**src/rtl/core/vibration_envelope_tracker_defines.svh**
```systemverilog
// Assertion macros for the vibration envelope tracker.
// Included by the top level; the macros expect i_clk and i_rst_n in scope.
`ifndef VIBRATION_ENVELOPE_TRACKER_DEFINES_SVH
`define VIBRATION_ENVELOPE_TRACKER_DEFINES_SVH

// same-cycle implication, disabled during reset
`define VET_ASSERT_IMPL(lbl, ante, cons, msg) \
    lbl: assert property (@(posedge i_clk) disable iff (!i_rst_n) (ante) |-> (cons)) \
        else $error(msg);

// next-cycle implication, disabled during reset
`define VET_ASSERT_NEXT(lbl, ante, cons, msg) \
    lbl: assert property (@(posedge i_clk) disable iff (!i_rst_n) (ante) |=> (cons)) \
        else $error(msg);

`endif

```
**src/rtl/core/vet_pkg.sv**
```systemverilog
// Shared types and constants of the vibration envelope tracker.
// No dependencies; imported by every module of the block.
`default_nettype none

package vet_pkg;

    localparam int SAMPLE_BITS = 12;
    localparam int NUM_AXES    = 3;

    localparam int COEF_W   = 16;
    localparam int HP_W     = 32;                 // Q23.8 filter / envelope state
    localparam int SUM_W    = HP_W + 1;           // hp + (diff << 8)
    localparam int PROD_W   = SUM_W + COEF_W + 1; // sum * a
    localparam int SQ_W     = 2 * HP_W;           // Q48.16 squares
    localparam int ROOT_W   = SQ_W / 2;
    localparam int REM_W    = ROOT_W + 2;
    localparam int DELTA_W  = ROOT_W + 2;         // mag - env
    localparam int EPROD_W  = DELTA_W + COEF_W + 1;
    localparam int ESUM_W   = EPROD_W - COEF_W + 1;
    localparam int LEVEL_W  = 24;
    localparam int FRAC_W   = 8;

    localparam int IN_TDATA_W  = ((NUM_AXES * SAMPLE_BITS + 7) / 8) * 8;
    localparam int OUT_TDATA_W = ((LEVEL_W + 7) / 8) * 8;

    localparam int CFG_IDX_W  = 2;
    localparam int CFG_DATA_W = COEF_W;

    localparam logic [CFG_IDX_W-1:0] CFG_HP_COEFF = CFG_IDX_W'(0);
    localparam logic [CFG_IDX_W-1:0] CFG_ENV_GAIN = CFG_IDX_W'(1);
    localparam logic [CFG_IDX_W-1:0] CFG_ENABLE   = CFG_IDX_W'(2);

    localparam logic [COEF_W-1:0] HP_COEFF_RST = COEF_W'(62259);
    localparam logic [COEF_W-1:0] ENV_GAIN_RST = COEF_W'(13107);

    typedef logic signed [SAMPLE_BITS-1:0] t_sample;

    // previous-sample values after reset, x / y / z
    localparam t_sample LAST_RST [NUM_AXES] = '{
        t_sample'(-19), t_sample'(-51), t_sample'(1032)
    };

    typedef struct packed {
        logic            valid;
        logic [SQ_W-1:0] sq;
    } t_lane_out;

endpackage

`default_nettype wire

```
**src/rtl/core/vet_env.sv**
```systemverilog
// Envelope follower: env += floor(k * (mag - env) / 2^16), saturated, plus the
// clamped integer output level. Depends on vet_pkg.
`default_nettype none

module vet_env (
    input  wire logic                        i_clk,
    input  wire logic                        i_rst_n,
    input  wire logic                        i_start,
    input  wire logic [vet_pkg::ROOT_W-1:0]  i_mag,
    input  wire logic [vet_pkg::COEF_W-1:0]  i_gain,
    output logic                             o_done,
    output logic [vet_pkg::LEVEL_W-1:0]      o_level
);
    import vet_pkg::*;

    localparam int STEP_W = EPROD_W - COEF_W;

    logic signed [HP_W-1:0]    r_env;
    logic signed [DELTA_W-1:0] r_delta;
    logic signed [EPROD_W-1:0] r_prod;
    logic [2:0]                r_stage;

    logic signed [DELTA_W-1:0] n_delta;
    logic signed [EPROD_W-1:0] n_prod;
    logic signed [STEP_W-1:0]  step;
    logic signed [ESUM_W-1:0]  total;
    logic                      fits;
    logic signed [HP_W-1:0]    n_env;

    assign n_delta = $signed({2'b00, i_mag}) - DELTA_W'(r_env);
    assign n_prod  = r_delta * $signed({1'b0, i_gain});
    assign step    = r_prod[EPROD_W-1:COEF_W];
    assign total   = ESUM_W'(r_env) + ESUM_W'(step);
    assign fits    = (&total[ESUM_W-1:HP_W-1]) | ~(|total[ESUM_W-1:HP_W-1]);

    always_comb begin
        if (fits) begin
            n_env = total[HP_W-1:0];
        end else if (total[ESUM_W-1]) begin
            n_env = {1'b1, {(HP_W-1){1'b0}}};
        end else begin
            n_env = {1'b0, {(HP_W-1){1'b1}}};
        end
    end

    always_ff @(posedge i_clk) begin
        if (!i_rst_n) begin
            r_stage <= '0;
            r_env   <= '0;
        end else begin
            r_stage <= {r_stage[1:0], i_start};
            if (i_start) begin
                r_delta <= n_delta;
            end
            if (r_stage[0]) begin
                r_prod <= n_prod;
            end
            if (r_stage[1]) begin
                r_env <= n_env;
            end
        end
    end

    assign o_done  = r_stage[2];
    // zero for a negative or zero envelope
    assign o_level = (!r_env[HP_W-1] && (|r_env)) ? r_env[FRAC_W +: LEVEL_W] : '0;

endmodule

`default_nettype wire

```
**config.mk**
```make
export PLATFORM = sky130hd
export DESIGN_NAME = vet_env
export DESIGN_NICKNAME = d
export VERILOG_FILES = /design/src/rtl/core/vibration_envelope_tracker_defines.svh /design/src/rtl/core/vet_pkg.sv /design/src/rtl/core/vet_env.sv
export SDC_FILE = /design/constraint.sdc
export NUM_CORES = 2
export LEC_CHECK = 0
export BUFFER_PORTS_ARGS = -buffer_cell sky130_fd_sc_hd__buf_2
export CAP_MARGIN = 0
export CORE_MARGIN = 4
export CORE_UTILIZATION = 51
export DETAILED_ROUTE_END_ITERATION = 6
export GPL_ROUTABILITY_DRIVEN = 0
export PLACE_DENSITY = 0.63
export SLEW_MARGIN = 0
export SYNTH_ARGS = -nofsm -noshare
export SYNTH_HDL_FRONTEND = slang
export SYNTH_SLANG_ARGS = --single-unit
```
**constraint.sdc**
```tcl
create_clock -name i_clk -period 9.35 [get_ports i_clk]
set_input_delay 1.87 -clock i_clk [delete_from_list [all_inputs] [get_ports i_clk]]
set_output_delay 1.87 -clock i_clk [all_outputs]
set_load 0.005 [all_outputs]
```
==> results.cfg <==
[yosys]
ys_types = 69
yosysSeqAreaShare = 0.109
netlist_area_mm2 = 0.0255
synthesis.nets = 3590
syn_area_per_cell_um2 = 8.98
synth-edff-count = 69
synth-async-reset-ratio = 0
yosysWarnings = 0
synthCells = 2835
ys_ff_latch = 104
synthFlopType = edfxtp_1

[timing]
fin_hold_ws_ps = 461
finalSetupViolations = 0
period_share = 0.956
tns_ps = 0
rsz0062_at_grt = false
hold_violations = 0
maxSlewViolCount = 0
tightest_slew_ps = 1100
fmax_mhz = 112
skew_ps = 18.8
relSlewSlack = 0.249
fin_crit_ps = 8940

[global_route]
antenna_found_initial = 1
overflow = 0
grt_pass1_vias = 20724
grt_pass1_wl_um = 110000
grt.total_usage = 0.258
grt_start_max_net_pins = 39

[final_layout]
diodes = 0
drive_gt1_frac = 0.0558
nets = 3601
syn_to_final_growth_pct = 5.36
final_util = 0.546
final_area_mm2 = 0.0268

[critical_path]
critPathRequiredTime_ps = 9530
cp_data_arrival_time_ps = 9110
end_kind = register
worstPathMaxFanout = 20
cp_slowest_cell = a2111oi_1
slowest_delay_ps = 680
crit_top_cell = fa_1
critPathBufInv = 8
worstSetupPathType = in -> reg
setup.worst_path.start_class = input pin
crit_family = adder cells

[job]
maxCapViolations = 0

[drt]
first_iter_violations = 1333
drtAntennaViolNets = 0
drc_errors = 0
via_count = 19226
wl_per_cell_um = 19.0
wl_um = 66700
viasPerCell = 5.47
dr.pass1.iters = 5

[cts]
cts.sinks = 104
cts.clk_slew.worst_paths_ps = 80
clock-root-buffer = clkbuf_16
htree_levels = 3
clkLatencyLatePin_ps = 370
cts_tree = done
clock_path_buffers = 2
cts_setup_buffers = 0
numCtsBuffers = 9

[die]
boundaryPins = 76
die_h_um = 231
dieArea_mm2 = 0.0536
core_area_mm2 = 0.0492
die_w_um = 231
start_util = 0.518
num_rows = 81

[place]
port_buffers = 74
placed_area_mm2 = 0.0265
dpl.hpwl_um = 54000

[worst_hold_path]
hold_class = reg -> reg

[outcome]
outcome = complete, no violations
cells by family (layout without fill, tap and decap cells):
family,count (synthesis),count (layout),share of synthesized area
other cells,1,1,0.000147
simple gates,839,839,0.159
buf+inv,748,763,0.111
fa+ha+maj,704,704,0.498
flops,104,104,0.109
mux,3,3,0.00123
compound gates,344,344,0.0889
xor+xnor,92,92,0.0317
metrics by stage:
stage,instances,setup slack [ps]
floorplan,2835,892
global placement,3499,71.5
detailed placement,3499,-14.0
CTS,3514,345
global route,3514,63.5
finish,3514,415
layout by cell type, fill, tap and decap left out, drive strengths merged, types with 28 or more instances in the layout:
cell type	netlist	routed
xor2	28	28
fa	517	517
nand2	402	402
inv	631	635
buf	7	117
edfxtp	69	69
ha	187	187
o21ai	75	75
nor2	59	59
nand2b	44	44
dfxtp	35	35
a21o	52	52
and2	197	197
o22ai	31	31
nor3	41	41
a21oi	96	96
xnor2	64	64
cell type report:
cell class	count	area, µm²
sequential	104	2770
fill	4511	22300
timing repair buffer	117	693
inverter	631	2370
clock buffer	9	225
clock inverter	6	75.1
multi-input combinational	1983	19900
tap	664	831
sequential cells by signal, summed over array words and instances, names as in the netlist:
signal / count
r_prod: 35
r_delta: 34
r_env: 32
r_stage: 3
worst register-to-register path: cells and delay by family, from the launching register on:
kind / cells / cell delay, ps
DFF: 1 / 750
AOI/OAI and AO/OA: 8 / 2160
and+or+nand+nor: 3 / 750
xor gates and xnor gates: 1 / 280
adders and majority gates: 7 / 3310
buffers and inverters: 5 / 600
what timing repair did:
item | 4_1_cts | 5_1_grt
gates resized for setup | 0 | 1
hold buffers | 0 | 0
endpoints found under the setup margin | 0 | 2
hold endpoints to repair | 0 | 0
path summary, 6_finish.rpt:
| check | start | endpoint | cells after the start | slack [ps] |
|---|---|---|---|---|
| worst min register to register | r_stage[0] | r_stage[1] | 1 | 460 |
| worst min-delay path | r_stage[0] | r_stage[1] | 1 | 460 |
| worst max-delay path | i_gain[2] | r_prod[49] | 25 | 410 |
| worst max register to register | r_delta[9] | r_prod[49] | 24 | 1330 |
metal layers:
metal / share of wire / vias to the layer above / track usage / wire [µm]
met5: 0.00024 / - / 0 / 16
met4: 0.029 / 2 / 0.0639 / 1920
met3: 0.050 / 139 / 0.0295 / 3350
met2: 0.50 / 587 / 0.450 / 33400
met1: 0.42 / 9789 / 0.346 / 28100
li1: - / 8709 / - / -
synth_stat cells (all sizes together) (2+ instances only):
cell	instances	share of area
inv	631	0.093
a2111oi	7	0.0029
nand2	402	0.059
or4	3	0.00088
o22ai	31	0.010
nor4	8	0.0020
xor2	28	0.0096
a31oi	9	0.0030
nor2	59	0.0087
dfxtp	35	0.028
nor3b	3	0.00088
o211a	2	0.00079
o21a	15	0.0044
or3b	2	0.00069
o41ai	2	0.00069
and2	197	0.048
nor3	41	0.0081
o31ai	5	0.0015
a311o	3	0.0012
nand4	18	0.0044
and3	16	0.0039
fa	517	0.41
o21bai	15	0.0044
a41oi	2	0.00069
nor4b	2	0.00069
o21ai	75	0.015
xnor2	64	0.022
a21oi	96	0.019
o211ai	7	0.0023
a221oi	3	0.0013
nand3	13	0.0026
a21boi	7	0.0021
or3	8	0.0020
edfxtp	69	0.081
o311ai	2	0.00069
nor2b	16	0.0039
a211oi	4	0.0012
nand2b	44	0.011
buf	7	0.0021
mux2i	2	0.00079
clkbuf	110	0.016
or2	3	0.00074
a21o	52	0.015
ha	187	0.092
Power is not shown: default switching activity piles up to over one toggle a cycle in this logic, so the estimate is an artifact.
