## src/rtl/core/vibration_envelope_tracker_defines.svh

```systemverilog
// Assertion macros for the vibration envelope tracker.
// Included by the top level; the macros expect i_clk and i_rst_n in scope.
`ifndef VIBRATION_ENVELOPE_TRACKER_DEFINES_SVH
`define VIBRATION_ENVELOPE_TRACKER_DEFINES_SVH

// same-cycle implication, disabled during reset
`define VET_ASSERT_IMPL(lbl, ante, cons, msg) \
    lbl: assert property (@(posedge i_clk) disable iff (!i_rst_n) (ante) |-> (cons)) \
        else $error(msg);

// next-cycle implication, disabled during reset
`define VET_ASSERT_NEXT(lbl, ante, cons, msg) \
    lbl: assert property (@(posedge i_clk) disable iff (!i_rst_n) (ante) |=> (cons)) \
        else $error(msg);

`endif

```

## src/rtl/core/vet_pkg.sv

```systemverilog
// Shared types and constants of the vibration envelope tracker.
// No dependencies; imported by every module of the block.
`default_nettype none

package vet_pkg;

    localparam int SAMPLE_BITS = 12;
    localparam int NUM_AXES    = 3;

    localparam int COEF_W   = 16;
    localparam int HP_W     = 32;                 // Q23.8 filter / envelope state
    localparam int SUM_W    = HP_W + 1;           // hp + (diff << 8)
    localparam int PROD_W   = SUM_W + COEF_W + 1; // sum * a
    localparam int SQ_W     = 2 * HP_W;           // Q48.16 squares
    localparam int ROOT_W   = SQ_W / 2;
    localparam int REM_W    = ROOT_W + 2;
    localparam int DELTA_W  = ROOT_W + 2;         // mag - env
    localparam int EPROD_W  = DELTA_W + COEF_W + 1;
    localparam int ESUM_W   = EPROD_W - COEF_W + 1;
    localparam int LEVEL_W  = 24;
    localparam int FRAC_W   = 8;

    localparam int IN_TDATA_W  = ((NUM_AXES * SAMPLE_BITS + 7) / 8) * 8;
    localparam int OUT_TDATA_W = ((LEVEL_W + 7) / 8) * 8;

    localparam int CFG_IDX_W  = 2;
    localparam int CFG_DATA_W = COEF_W;

    localparam logic [CFG_IDX_W-1:0] CFG_HP_COEFF = CFG_IDX_W'(0);
    localparam logic [CFG_IDX_W-1:0] CFG_ENV_GAIN = CFG_IDX_W'(1);
    localparam logic [CFG_IDX_W-1:0] CFG_ENABLE   = CFG_IDX_W'(2);

    localparam logic [COEF_W-1:0] HP_COEFF_RST = COEF_W'(62259);
    localparam logic [COEF_W-1:0] ENV_GAIN_RST = COEF_W'(13107);

    typedef logic signed [SAMPLE_BITS-1:0] t_sample;

    // previous-sample values after reset, x / y / z
    localparam t_sample LAST_RST [NUM_AXES] = '{
        t_sample'(-19), t_sample'(-51), t_sample'(1032)
    };

    typedef struct packed {
        logic            valid;
        logic [SQ_W-1:0] sq;
    } t_lane_out;

endpackage

`default_nettype wire

```

## src/rtl/core/vet_lane.sv

```systemverilog
// One axis lane: high-pass filter in Q23.8 with saturation, then the square.
// Depends on vet_pkg.
`default_nettype none

module vet_lane (
    input  wire logic                          i_clk,
    input  wire logic                          i_rst_n,
    input  wire logic                          i_start,
    input  wire vet_pkg::t_sample              i_sample,
    input  wire vet_pkg::t_sample              i_last_rst,
    input  wire logic [vet_pkg::COEF_W-1:0]    i_coeff,
    output vet_pkg::t_lane_out                 o_out
);
    import vet_pkg::*;

    localparam int SHF_W = PROD_W - COEF_W;

    logic signed [HP_W-1:0]   r_hp;
    t_sample                  r_last;
    logic signed [SUM_W-1:0]  r_sum;
    logic signed [PROD_W-1:0] r_prod;
    logic [SQ_W-1:0]          r_sq;
    logic [3:0]               r_stage;

    logic signed [SAMPLE_BITS:0] diff;
    logic signed [SUM_W-1:0]     n_sum;
    logic signed [PROD_W-1:0]    n_prod;
    logic signed [SHF_W-1:0]     shf;
    logic                        fits;
    logic signed [HP_W-1:0]      n_hp;
    logic [HP_W-1:0]             hp_abs;
    logic [SQ_W-1:0]             n_sq;

    assign diff   = {i_sample[SAMPLE_BITS-1], i_sample} - {r_last[SAMPLE_BITS-1], r_last};
    assign n_sum  = SUM_W'(r_hp) + (SUM_W'(diff) <<< FRAC_W);
    assign n_prod = r_sum * $signed({1'b0, i_coeff});

    // floor(prod / 2^16), then clamp to the 32-bit range
    assign shf  = r_prod[PROD_W-1:COEF_W];
    assign fits = (&shf[SHF_W-1:HP_W-1]) | ~(|shf[SHF_W-1:HP_W-1]);

    always_comb begin
        if (fits) begin
            n_hp = shf[HP_W-1:0];
        end else if (shf[SHF_W-1]) begin
            n_hp = {1'b1, {(HP_W-1){1'b0}}};
        end else begin
            n_hp = {1'b0, {(HP_W-1){1'b1}}};
        end
    end

    assign hp_abs = r_hp[HP_W-1] ? (~r_hp + 1'b1) : r_hp;
    assign n_sq   = hp_abs * hp_abs;

    always_ff @(posedge i_clk) begin
        if (!i_rst_n) begin
            r_stage <= '0;
            r_hp    <= '0;
            r_last  <= i_last_rst;
        end else begin
            r_stage <= {r_stage[2:0], i_start};
            if (i_start) begin
                r_sum  <= n_sum;
                r_last <= i_sample;
            end
            if (r_stage[0]) begin
                r_prod <= n_prod;
            end
            if (r_stage[1]) begin
                r_hp <= n_hp;
            end
            if (r_stage[2]) begin
                r_sq <= n_sq;
            end
        end
    end

    assign o_out.valid = r_stage[3];
    assign o_out.sq    = r_sq;

endmodule

`default_nettype wire

```

## config.mk

```make
export PLATFORM = sky130hd
export DESIGN_NAME = vet_lane
export DESIGN_NICKNAME = d
export VERILOG_FILES = /design/src/rtl/core/vibration_envelope_tracker_defines.svh /design/src/rtl/core/vet_pkg.sv /design/src/rtl/core/vet_lane.sv
export SDC_FILE = /design/constraint.sdc
export NUM_CORES = 2
export LEC_CHECK = 0
export BUFFER_PORTS_ARGS = -buffer_cell sky130_fd_sc_hd__clkbuf_2
export CORE_ASPECT_RATIO = 1.5
export CORE_MARGIN = 2
export CORE_UTILIZATION = 58
export CTS_CLUSTER_DIAMETER = 200
export DETAILED_ROUTE_END_ITERATION = 6
export GPL_ROUTABILITY_DRIVEN = 1
export PLACE_DENSITY = 0.77
export SETUP_SLACK_MARGIN = 0.3
export SYNTH_ARGS = -nofsm -noshare
export SYNTH_HDL_FRONTEND = slang
export SYNTH_SLANG_ARGS = --single-unit
```

## constraint.sdc

```tcl
create_clock -name i_clk -period 13.8 [get_ports i_clk]
set_clock_uncertainty 0.15 [all_clocks]
set_input_delay 4.14 -clock i_clk [delete_from_list [all_inputs] [get_ports i_clk]]
set_output_delay 4.14 -clock i_clk [all_outputs]
set_load 0.02 [all_outputs]
```

==> out/metrics.csv <==
stage,metric,value,unit
final_layout,fin_area,0.05694,mm2
yosys,synth_edf_count,142,
yosys,synthCells,5795,
worst_setup_path,cp_num_buf_inv,7,
clocking,numClockSinks,178,
yosys,yosys_register_bits,178,
global_route,grt_pass1_wl,250.9,mm
yosys,synth_area,0.05426,mm2
yosys,yosys.area_share.xor_xnor,2.968,%
clocking,root_buffer,clkbuf_16,
worst_setup_path,max_stage_delay,0.73,ns
clocking,cts_tree,built,
timing,maxSlewHeadroom,6.279,%
floorplanning,io_pins,108,
clocking,path_clk_slew,0.10,ns
timing,setup_viol,0,
final_layout,final_core_util,61.28,%
job,cap_violations,0,
detailed_routing,first_pass_iters,6,
worst_hold_path,hold_class,flop to flop,
floorplanning,start_util,58.40,%
global_route,grt_pass1_vias,45850,
worst_setup_path,cp.arrival,12.41,ns
clocking,clock_latency,0.52,ns
timing,hold_viol,0,
final_layout,fillers,7748,
yosys,yosysSeqAreaShare,9.187,%
floorplanning,die_h,378.6,um
final_layout,fin_cells,7086,
detailed_routing,wl,158.6,mm
yosys,synthArstFlopShare,0,%
yosys,synth_flop_cell,edfxtp_1,
clocking,cts_buffers,17,
yosys,synthSimpleGateAreaFrac,11.23,%
global_route,grt_max_degree,53,
clocking,clk_path_buf_depth,2,
placement,hpwl,126.2,mm
floorplanning,placeableCoreArea,0.09291,mm2
yosys,synth_top_area_share,47.93,%
status,outcome,"finished, final reports clean",
placement,portBuffers,106,
global_route,antenna_found_initial,19,
worst_setup_path,crit_slowest_cell,nor3_1,
clocking,cts-resized-gates,0,
placement,gp_congestion,1.069,
floorplanning,dieArea,0.09607,mm2
worst_setup_path,cp_max_fo,17,
timing,finalSetupTns,0,ns
detailed_routing,wl_per_cell,22.38,um
timing,rsz0062_at_grt,false,
yosys,synth_top_area_cell,fa_1,
placement,dp.cells,7042,
worst_setup_path,r2r_setup_slack,1.49,ns
final_layout,areaGrowthSynthToFinish,4.932,%
timing,timing.final.crit_period,12.31,ns
detailed_routing,vias,40540,
yosys,ys_types,76,
timing,max_freq,81.23,MHz
clocking,h-tree-depth,4,
detailed_routing,drtIter0Drc,2947,
worst_setup_path,required,13.90,ns
placement,dpl_cell_area,0.05632,mm2
worst_setup_path,start_kind,flop,
clocking,hold_buffers,0,
timing,fin_crit_sh,89.21,%
final_layout,nNetsFinal,7585,
yosys,yosysWarnings,0,
yosys,synth_top_cells_by_area,"fa_1 48%, inv_1 11%, ha_1 10%",
yosys,synthAdderAreaFrac,57.91,%
detailed_routing,drc,0,
worst_setup_path,worstSetupPathDepth,33,
worst_hold_path,min_path_cells,1,
yosys,avgSynthCellArea,9.363,um2
yosys,synth-compound-area-share,5.811,%
yosys,synth_common_cells,"1599 x inv_1, 1299 x fa_1, 681 x nand2_1",
floorplanning,chipWidth,253.7,um
yosys,yosys.cell_count.top_type,inv_1,
detailed_routing,via_per_inst,5.721,
final_layout,drive_gt1_share,4.345,%
worst_setup_path,rr_worst_depth,33,
timing,tightest_slew,1.384,ns
yosys,synth_top_family_by_area,adder cells,
worst_setup_path,crit_family,adder cells,
worst_setup_path,cp_common_cell,fa_1,
timing,drv_slew,0,
global_route,overflow,0,
worst_setup_path,crit_path_end_kind,flop,
clocking,cts_setup_buffers,0,
worst_setup_path,critPathKind,flop to flop,
yosys,synth_mux_area_share,0.2882,%
floorplanning,rows,137,
detailed_routing,final_antenna_net_count,0,
global_route,grt.total_usage,35.36,%
[flip-flops by register name, summed over array words and instances (netlist names)]
name,cells
r_sq,63
r_prod,34
r_sum,33
r_hp,32
r_last,12
r_stage,4
[placed cells by master (no fill, tap or decap), types with 8 or more instances in the layout]
cell,synthesis,layout
o21a_1,26,26
nor4_1,8,8
nand3_1,25,25
and3_1,15,15
conb_1,2,27
a21oi_1,155,155
clkinv_1,8,9
diode_2,0,12
inv_1,1599,1599
xor2_1,75,72
clkbuf_2,0,106
dfxtp_1,36,36
o21ai_0,110,109
buf_4,3,71
mux2_2,13,13
xnor2_2,0,8
nor2_1,324,324
nor3_1,27,27
nor2b_1,10,10
clkbuf_16,0,18
a31oi_1,12,12
a211oi_1,11,11
nand2b_1,17,17
o31ai_1,12,11
ha_1,433,433
xnor2_1,107,97
edfxtp_1,142,142
o211ai_1,10,10
nand4_1,13,13
a21o_1,71,71
and2_1,221,220
o21bai_1,23,23
nand2_1,681,681
fa_1,1299,1299
[cells by family (layout without fill, tap and decap cells)]
family	Yosys count	count (layout)
xor+xnor	183	183
other cells	2	39
compound gates	496	496
fa+ha+maj	1732	1732
flops	178	178
simple gates	1375	1375
buf+inv	1815	1818
mux	14	14
[through the flow]
step                      setup WS [ns]  hold WS, ns
after floorplan                   3.418       0.2771
final                             1.489       0.3167
after detailed placement          1.948       0.2929
after global placement            1.943       0.2894
after CTS                         2.071       0.3137
after global routing              1.346       0.3548
[cell type report]
type	count	area, um2	share of cell area [%]
multi-input combinational	3827	42670	74.94
inverter	1609	6040	10.61
sequential	178	4985	8.755
tap	1251	1565	2.749
timing repair buffer	177	1064	1.868
clock buffer	22	485.5	0.8526
clock inverter	10	98.84	0.1736
antenna	12	30.03	0.05274
[final timing paths]
path / start / to
worst max-delay path: r_hp[6]$_SDFFE_PN0P_ / r_sq[63]$_DFFE_PP_
worst min-delay path: r_stage[0]$_SDFF_PN0_ / r_stage[1]$_SDFF_PN0_
worst max register to register: r_hp[6]$_SDFFE_PN0P_ / r_sq[63]$_DFFE_PP_
worst min register to register: r_stage[0]$_SDFF_PN0_ / r_stage[1]$_SDFF_PN0_
[per-layer routing]
metal	global-route usage, %	part of all wire [%]	up-vias
met5	0	0.044	-
met4	28.76	10	10
met3	9.271	9.1	901
met2	60.08	50	2171
met1	36.74	31	20390
li1	-	-	17060
Power is left out: the tool's default activity adds up to more than one toggle a clock period on the data nets, which glitch-free logic cannot reach.
