### src/rtl/core/vibration_envelope_tracker_defines.svh
// Assertion macros for the vibration envelope tracker.
// Included by the top level; the macros expect i_clk and i_rst_n in scope.
`ifndef VIBRATION_ENVELOPE_TRACKER_DEFINES_SVH
`define VIBRATION_ENVELOPE_TRACKER_DEFINES_SVH

// same-cycle implication, disabled during reset
`define VET_ASSERT_IMPL(lbl, ante, cons, msg) \
    lbl: assert property (@(posedge i_clk) disable iff (!i_rst_n) (ante) |-> (cons)) \
        else $error(msg);

// next-cycle implication, disabled during reset
`define VET_ASSERT_NEXT(lbl, ante, cons, msg) \
    lbl: assert property (@(posedge i_clk) disable iff (!i_rst_n) (ante) |=> (cons)) \
        else $error(msg);

`endif

### src/rtl/core/vet_pkg.sv
// Shared types and constants of the vibration envelope tracker.
// No dependencies; imported by every module of the block.
`default_nettype none

package vet_pkg;

    localparam int SAMPLE_BITS = 12;
    localparam int NUM_AXES    = 3;

    localparam int COEF_W   = 16;
    localparam int HP_W     = 32;                 // Q23.8 filter / envelope state
    localparam int SUM_W    = HP_W + 1;           // hp + (diff << 8)
    localparam int PROD_W   = SUM_W + COEF_W + 1; // sum * a
    localparam int SQ_W     = 2 * HP_W;           // Q48.16 squares
    localparam int ROOT_W   = SQ_W / 2;
    localparam int REM_W    = ROOT_W + 2;
    localparam int DELTA_W  = ROOT_W + 2;         // mag - env
    localparam int EPROD_W  = DELTA_W + COEF_W + 1;
    localparam int ESUM_W   = EPROD_W - COEF_W + 1;
    localparam int LEVEL_W  = 24;
    localparam int FRAC_W   = 8;

    localparam int IN_TDATA_W  = ((NUM_AXES * SAMPLE_BITS + 7) / 8) * 8;
    localparam int OUT_TDATA_W = ((LEVEL_W + 7) / 8) * 8;

    localparam int CFG_IDX_W  = 2;
    localparam int CFG_DATA_W = COEF_W;

    localparam logic [CFG_IDX_W-1:0] CFG_HP_COEFF = CFG_IDX_W'(0);
    localparam logic [CFG_IDX_W-1:0] CFG_ENV_GAIN = CFG_IDX_W'(1);
    localparam logic [CFG_IDX_W-1:0] CFG_ENABLE   = CFG_IDX_W'(2);

    localparam logic [COEF_W-1:0] HP_COEFF_RST = COEF_W'(62259);
    localparam logic [COEF_W-1:0] ENV_GAIN_RST = COEF_W'(13107);

    typedef logic signed [SAMPLE_BITS-1:0] t_sample;

    // previous-sample values after reset, x / y / z
    localparam t_sample LAST_RST [NUM_AXES] = '{
        t_sample'(-19), t_sample'(-51), t_sample'(1032)
    };

    typedef struct packed {
        logic            valid;
        logic [SQ_W-1:0] sq;
    } t_lane_out;

endpackage

`default_nettype wire

### src/rtl/core/vet_isqrt.sv
// Floor integer square root, one result bit per cycle (digit by digit).
// Depends on vet_pkg.
`default_nettype none

module vet_isqrt (
    input  wire logic                        i_clk,
    input  wire logic                        i_rst_n,
    input  wire logic                        i_start,
    input  wire logic [vet_pkg::SQ_W-1:0]    i_radicand,
    output logic                             o_done,
    output logic [vet_pkg::ROOT_W-1:0]       o_root
);
    import vet_pkg::*;

    localparam int CNT_W = $clog2(ROOT_W);

    logic                r_run;
    logic                r_done;
    logic [CNT_W-1:0]    r_cnt;
    logic [SQ_W-1:0]     r_rad;
    logic [REM_W-1:0]    r_rem;
    logic [ROOT_W-1:0]   r_root;

    logic [REM_W-1:0]    rem_sh;
    logic [REM_W-1:0]    trial;
    logic                take;

    // bring down the next two radicand bits, try (root << 2) | 1
    assign rem_sh = {r_rem[REM_W-3:0], r_rad[SQ_W-1 -: 2]};
    assign trial  = {r_root, 2'b01};
    assign take   = (rem_sh >= trial);

    always_ff @(posedge i_clk) begin
        if (!i_rst_n) begin
            r_run  <= 1'b0;
            r_done <= 1'b0;
            r_cnt  <= '0;
        end else begin
            r_done <= 1'b0;
            if (i_start) begin
                r_run  <= 1'b1;
                r_cnt  <= '0;
                r_rad  <= i_radicand;
                r_rem  <= '0;
                r_root <= '0;
            end else if (r_run) begin
                r_rad  <= r_rad << 2;
                r_rem  <= take ? (rem_sh - trial) : rem_sh;
                r_root <= {r_root[ROOT_W-2:0], take};
                r_cnt  <= r_cnt + 1'b1;
                if (r_cnt == CNT_W'(ROOT_W - 1)) begin
                    r_run  <= 1'b0;
                    r_done <= 1'b1;
                end
            end
        end
    end

    assign o_done = r_done;
    assign o_root = r_root;

endmodule

`default_nettype wire

### config.mk
export PLATFORM = sky130hd
export DESIGN_NAME = vet_isqrt
export DESIGN_NICKNAME = d
export VERILOG_FILES = /design/src/rtl/core/vibration_envelope_tracker_defines.svh /design/src/rtl/core/vet_pkg.sv /design/src/rtl/core/vet_isqrt.sv
export SDC_FILE = /design/constraint.sdc
export NUM_CORES = 1
export LEC_CHECK = 0
export BUFFER_PORTS_ARGS = -buffer_cell sky130_fd_sc_hd__buf_4
export CAP_MARGIN = 40
export CORE_MARGIN = 4
export CORE_UTILIZATION = 55
export DETAILED_ROUTE_END_ITERATION = 12
export GPL_TIMING_DRIVEN = 1
export HOLD_SLACK_MARGIN = 0.05
export PLACE_DENSITY_LB_ADDON = 0.3
export SETUP_SLACK_MARGIN = 0.15
export SLEW_MARGIN = 40
export SYNTH_ARGS = -nofsm -noshare
export SYNTH_HDL_FRONTEND = slang
export SYNTH_SLANG_ARGS = --single-unit
export TNS_END_PERCENT = 20
### constraint.sdc
create_clock -name i_clk -period 8.3 [get_ports i_clk]
set_input_delay 0 -clock i_clk [delete_from_list [all_inputs] [get_ports i_clk]]
set_output_delay 0 -clock i_clk [all_outputs]
set_load 0.01 [all_outputs]
==> summary.md <==
| Metric | Value |
|---|---|
| Bufs on Longest Clock Path | `2` |
| Status | `finished, final reports clean` |
| Crit path time final | `approximately 3.4 ns` |
| Syn_nets | `roughly 740` |
| Hold buffers post-CTS | `65` |
| Mapped Avg Cell Area | `approximately 12 um^2` |
| Worst path buffer plus inverter count | `1` |
| RSZ-0062 raised after global routing | `false` |
| Max_cap viols | `0` |
| Ranking of synthesized cells by area | `edfxtp_1 (51%), mux2_2 (9.3%), ha_1 (6.0%), a21oi_1 (3.2%), nor2_1 (2.5%)` |
| Critical path peak fanout | `28` |
| Period Utilization, post-route | `slightly above 40%` |
| Ys Warns | `0` |
| Power Dens Cells | `208 nW/um^2` |
| Row count | `42` |
| Post-DP HPWL | `about 11 mm` |
| Netlist cell types | `54` |
| Area of the core | `13300 um^2` |
| Crit path kind | `reg -> reg` |
| Slew headroom | `between 40 and 50%` |
| Synth Area in Compound Gates | `~14%` |
| Area growth syn-to-layout | `28.2%` |
| DR top layer | `met4` |
| First-pass GRT wire length | `around 30 mm` |
| Seq cells post-synth | `around 140` |
| Via density | `5.84` |
| Nets | `approximately 900` |
| Register area share after synthesis | `about 53%` |
| Clock Sinks | `between 100 and 150` |
| Die Ht | `approximately 120 um` |
| Share of layout cells above drive strength 1 | `between 20 and 30%` |
| Routability cong. | `between 0.9 and 1` |
| Largest family of logic cells by synthesized area | `compound AO/OA/AOI/OAI gates` |
| I/O Pins | `100` |
| Setup_tns | `0 ns` |
| Drt pass-1 iters | `5` |
| Buffer count from post-CTS setup fixing | `0` |
| Cell count after synthesis | `641` |
| Synth area leader | `edfxtp_1` |
| Largest net degree at the start of global routing | `between 90 and 100` |
| Asr flop ratio synth | `0%` |
| Main flop type after synthesis | `edfxtp_1` |
| Metal2 WL | `9.31 mm` |
| Total global-route track usage | `between 20% and 30%` |
| DIE WIDTH | `~120 um` |
| Adder-Cell Fraction of Synth Area | `around 6.0%` |
| CTS buffer count | `17` |
| Peak supply drop | `around 0.20 mV` |
| Post-Synth XOR/XNOR Area | `3.16%` |
| Simple-gate share of the synthesized area | `under 10%` |
| Die area | `about 16000 um^2` |
| Skew final | `a little over 0.01 ns` |
| Crit path capture type | `register` |
| Total wire length | `18.5 mm` |
| Post-synth EDFFs | `roughly 130` |
| Clock Root Buffer | `clkbuf_16` |
| Initial Util | `a little under three fifths` |
| Iteration-0 DRC Markers | `around 450` |
| Post-placement cell area | `roughly 8300 um^2` |
| Design area | `between 9000 and 10000 um^2` |
| Least-Margin Pin Slew | `0.816 ns` |
| CP Cell Sequence | `inv_1 > ha_1 > a21o_1 > a21oi_1 > a2111oi_4 > nor3_2 > o31ai_4 > o21ai_4 > a211oi_1 > o21a_1` |
| CTS tree | `built` |
| Post-synth top area share | `just over 50%` |
| Slowest cell on the critical path | `o21ai_4` |
| Required @ worst endpoint | `between 8 and 9 ns` |
| Final setup vio count | `0` |
| Startpoint Class | `register` |
| WP data arrival | `roughly 3.5 ns` |
| Final Hold Viols | `0` |
| Multi-input gate area | `about 3200 um^2` |
| Initial antenna violation count | `0` |
| Residual DRC | `0` |
| Clock Latency Late Sink | `approximately 0.43 ns` |
| Overflow after GRT | `0` |
| Via count | `roughly 5800` |
| Met3 wire length | `about 1.3 mm` |
| Critical path's largest stage delay | `between 0.6 and 0.7 ns` |
| Clock-pin slew on the worst setup and hold paths | `0.06 ns` |
| HP Class | `in -> reg` |
| Routed WL per cell | `approximately 19 um` |
| Mux contribution to synthesized area | `roughly a tenth` |
| Synthesized area | `around 7500 um^2` |
| CP delay by family, top | `compound AO/OA/AOI/OAI gates` |
| Max Freq | `between 0.2 and 0.3 GHz` |
| Post_cts resized | `0` |
| Filler cell count | `878` |
| Routed Antenna Nets | `0` |
| CTS H-tree lvls | `4` |
| Vias in the first global route | `just under 6000` |
| Wire length on met1 | `around 7.5 mm` |
| Total leakage power | `~3.8 nW` |
| # diodes | `0` |
| Sequential Area | `around 4000 um^2` |
| Port Buffer Count | `99` |
| Max Transition Viols Final | `0` |
[layer usage]
| layer | track usage [%] | vias to the layer above |
|---|---|---|
| met5 | 0 | - |
| met4 | 9.99 | 0 |
| met3 | 7.33 | 37 |
| met2 | 40.0 | 218 |
| met1 | 29.9 | 2778 |
| li1 | - | 2718 |
[cells by family after synthesis]
family                     after synthesis
muxes                                   64
and+or+nand+nor                        147
AOI/OAI and AO/OA                      159
buffers and inverters                   73
DFF                                    135
xor gates and xnor gates                27
adders and majority gates               36
[path summary, 6_finish.rpt]
| kind | start | to | slack (ns) | depth (start not counted) |
|---|---|---|---|---|
| worst max register to register | o_root[2]$_SDFFCE_PP0P_ | r_rem[19]$_SDFFCE_PP0P_ | 4.94 | 10 |
| worst max-delay path | o_root[2]$_SDFFCE_PP0P_ | r_rem[19]$_SDFFCE_PP0P_ | 4.94 | 10 |
| worst min-delay path | i_start | o_root[27]$_SDFFCE_PP0P_ | 0.12 | 2 |
| worst min register to register | r_cnt[4]$_SDFFE_PP0P_ | r_cnt[4]$_SDFFE_PP0P_ | 0.52 | 2 |
[flip-flops by register name (all words and copies together), names as in the netlist]
name    flops
o_done      1
o_root     32
r_cnt       5
r_rad      64
r_rem      32
r_run       1
[Yosys cell counts, types with 3 or more instances]
cell      count
and2_1        4
o21ai_2       3
ha_1         36
a31oi_1       4
o21a_1       11
a21o_1       18
nor3_2        4
nand4_1      14
xnor2_1      12
nor2_1       50
o21bai_1      4
o211ai_1      7
a21oi_1      48
o32ai_1       4
inv_1        42
edfxtp_1    128
a211oi_1      6
nand3_1      27
o21ai_1       5
clkbuf_1     25
and3_1        6
a211o_1       3
o21ai_0      28
mux2_2       62
xor2_1       15
dfxtp_1       7
nand2_1      21
or3_1         7
nor3_1        6
[where the power goes]
part           switching, mW  internal (mW)  total (mW)
clock network          0.299          0.446       0.744
logic                  0.225          0.186       0.411
registers             0.0230          0.810       0.833
total                  0.546           1.44        1.99
[layout by cell type (no fill, tap or decap), drive strengths merged, types with 18 or more instances in the layout]
cell	n
clkbuf	26
o21ai	36
mux2	62
nor2	50
a21o	18
nand2	21
nand3	27
dlygate4sd3	65
edfxtp	128
a21oi	49
inv	43
buf	101
ha	36
[through the flow]
stage	power, mW	std cells	hold WS [ns]	util (%)	setup slack [ns]
global placement	1.21	888	0.291	62.6	4.86
global route	2.06	985	0.126	72.0	4.75
detailed placement	1.22	888	0.288	62.7	5.07
floorplan	1.11	641	0.204	-	4.30
finish	1.99	985	0.123	72.0	4.94
CTS	1.98	985	0.101	72.0	5.01
[cell type report]
| class | instances | area share, % |
|---|---|---|
| inverter | 42 | 1.65 |
| tap | 176 | 2.30 |
| clock buffer | 25 | 5.53 |
| multi-input combinational | 433 | 33.5 |
| sequential | 135 | 41.6 |
| timing repair buffer | 167 | 14.9 |
| clock inverter | 7 | 0.588 |
Power figures use the tool's default switching activity.
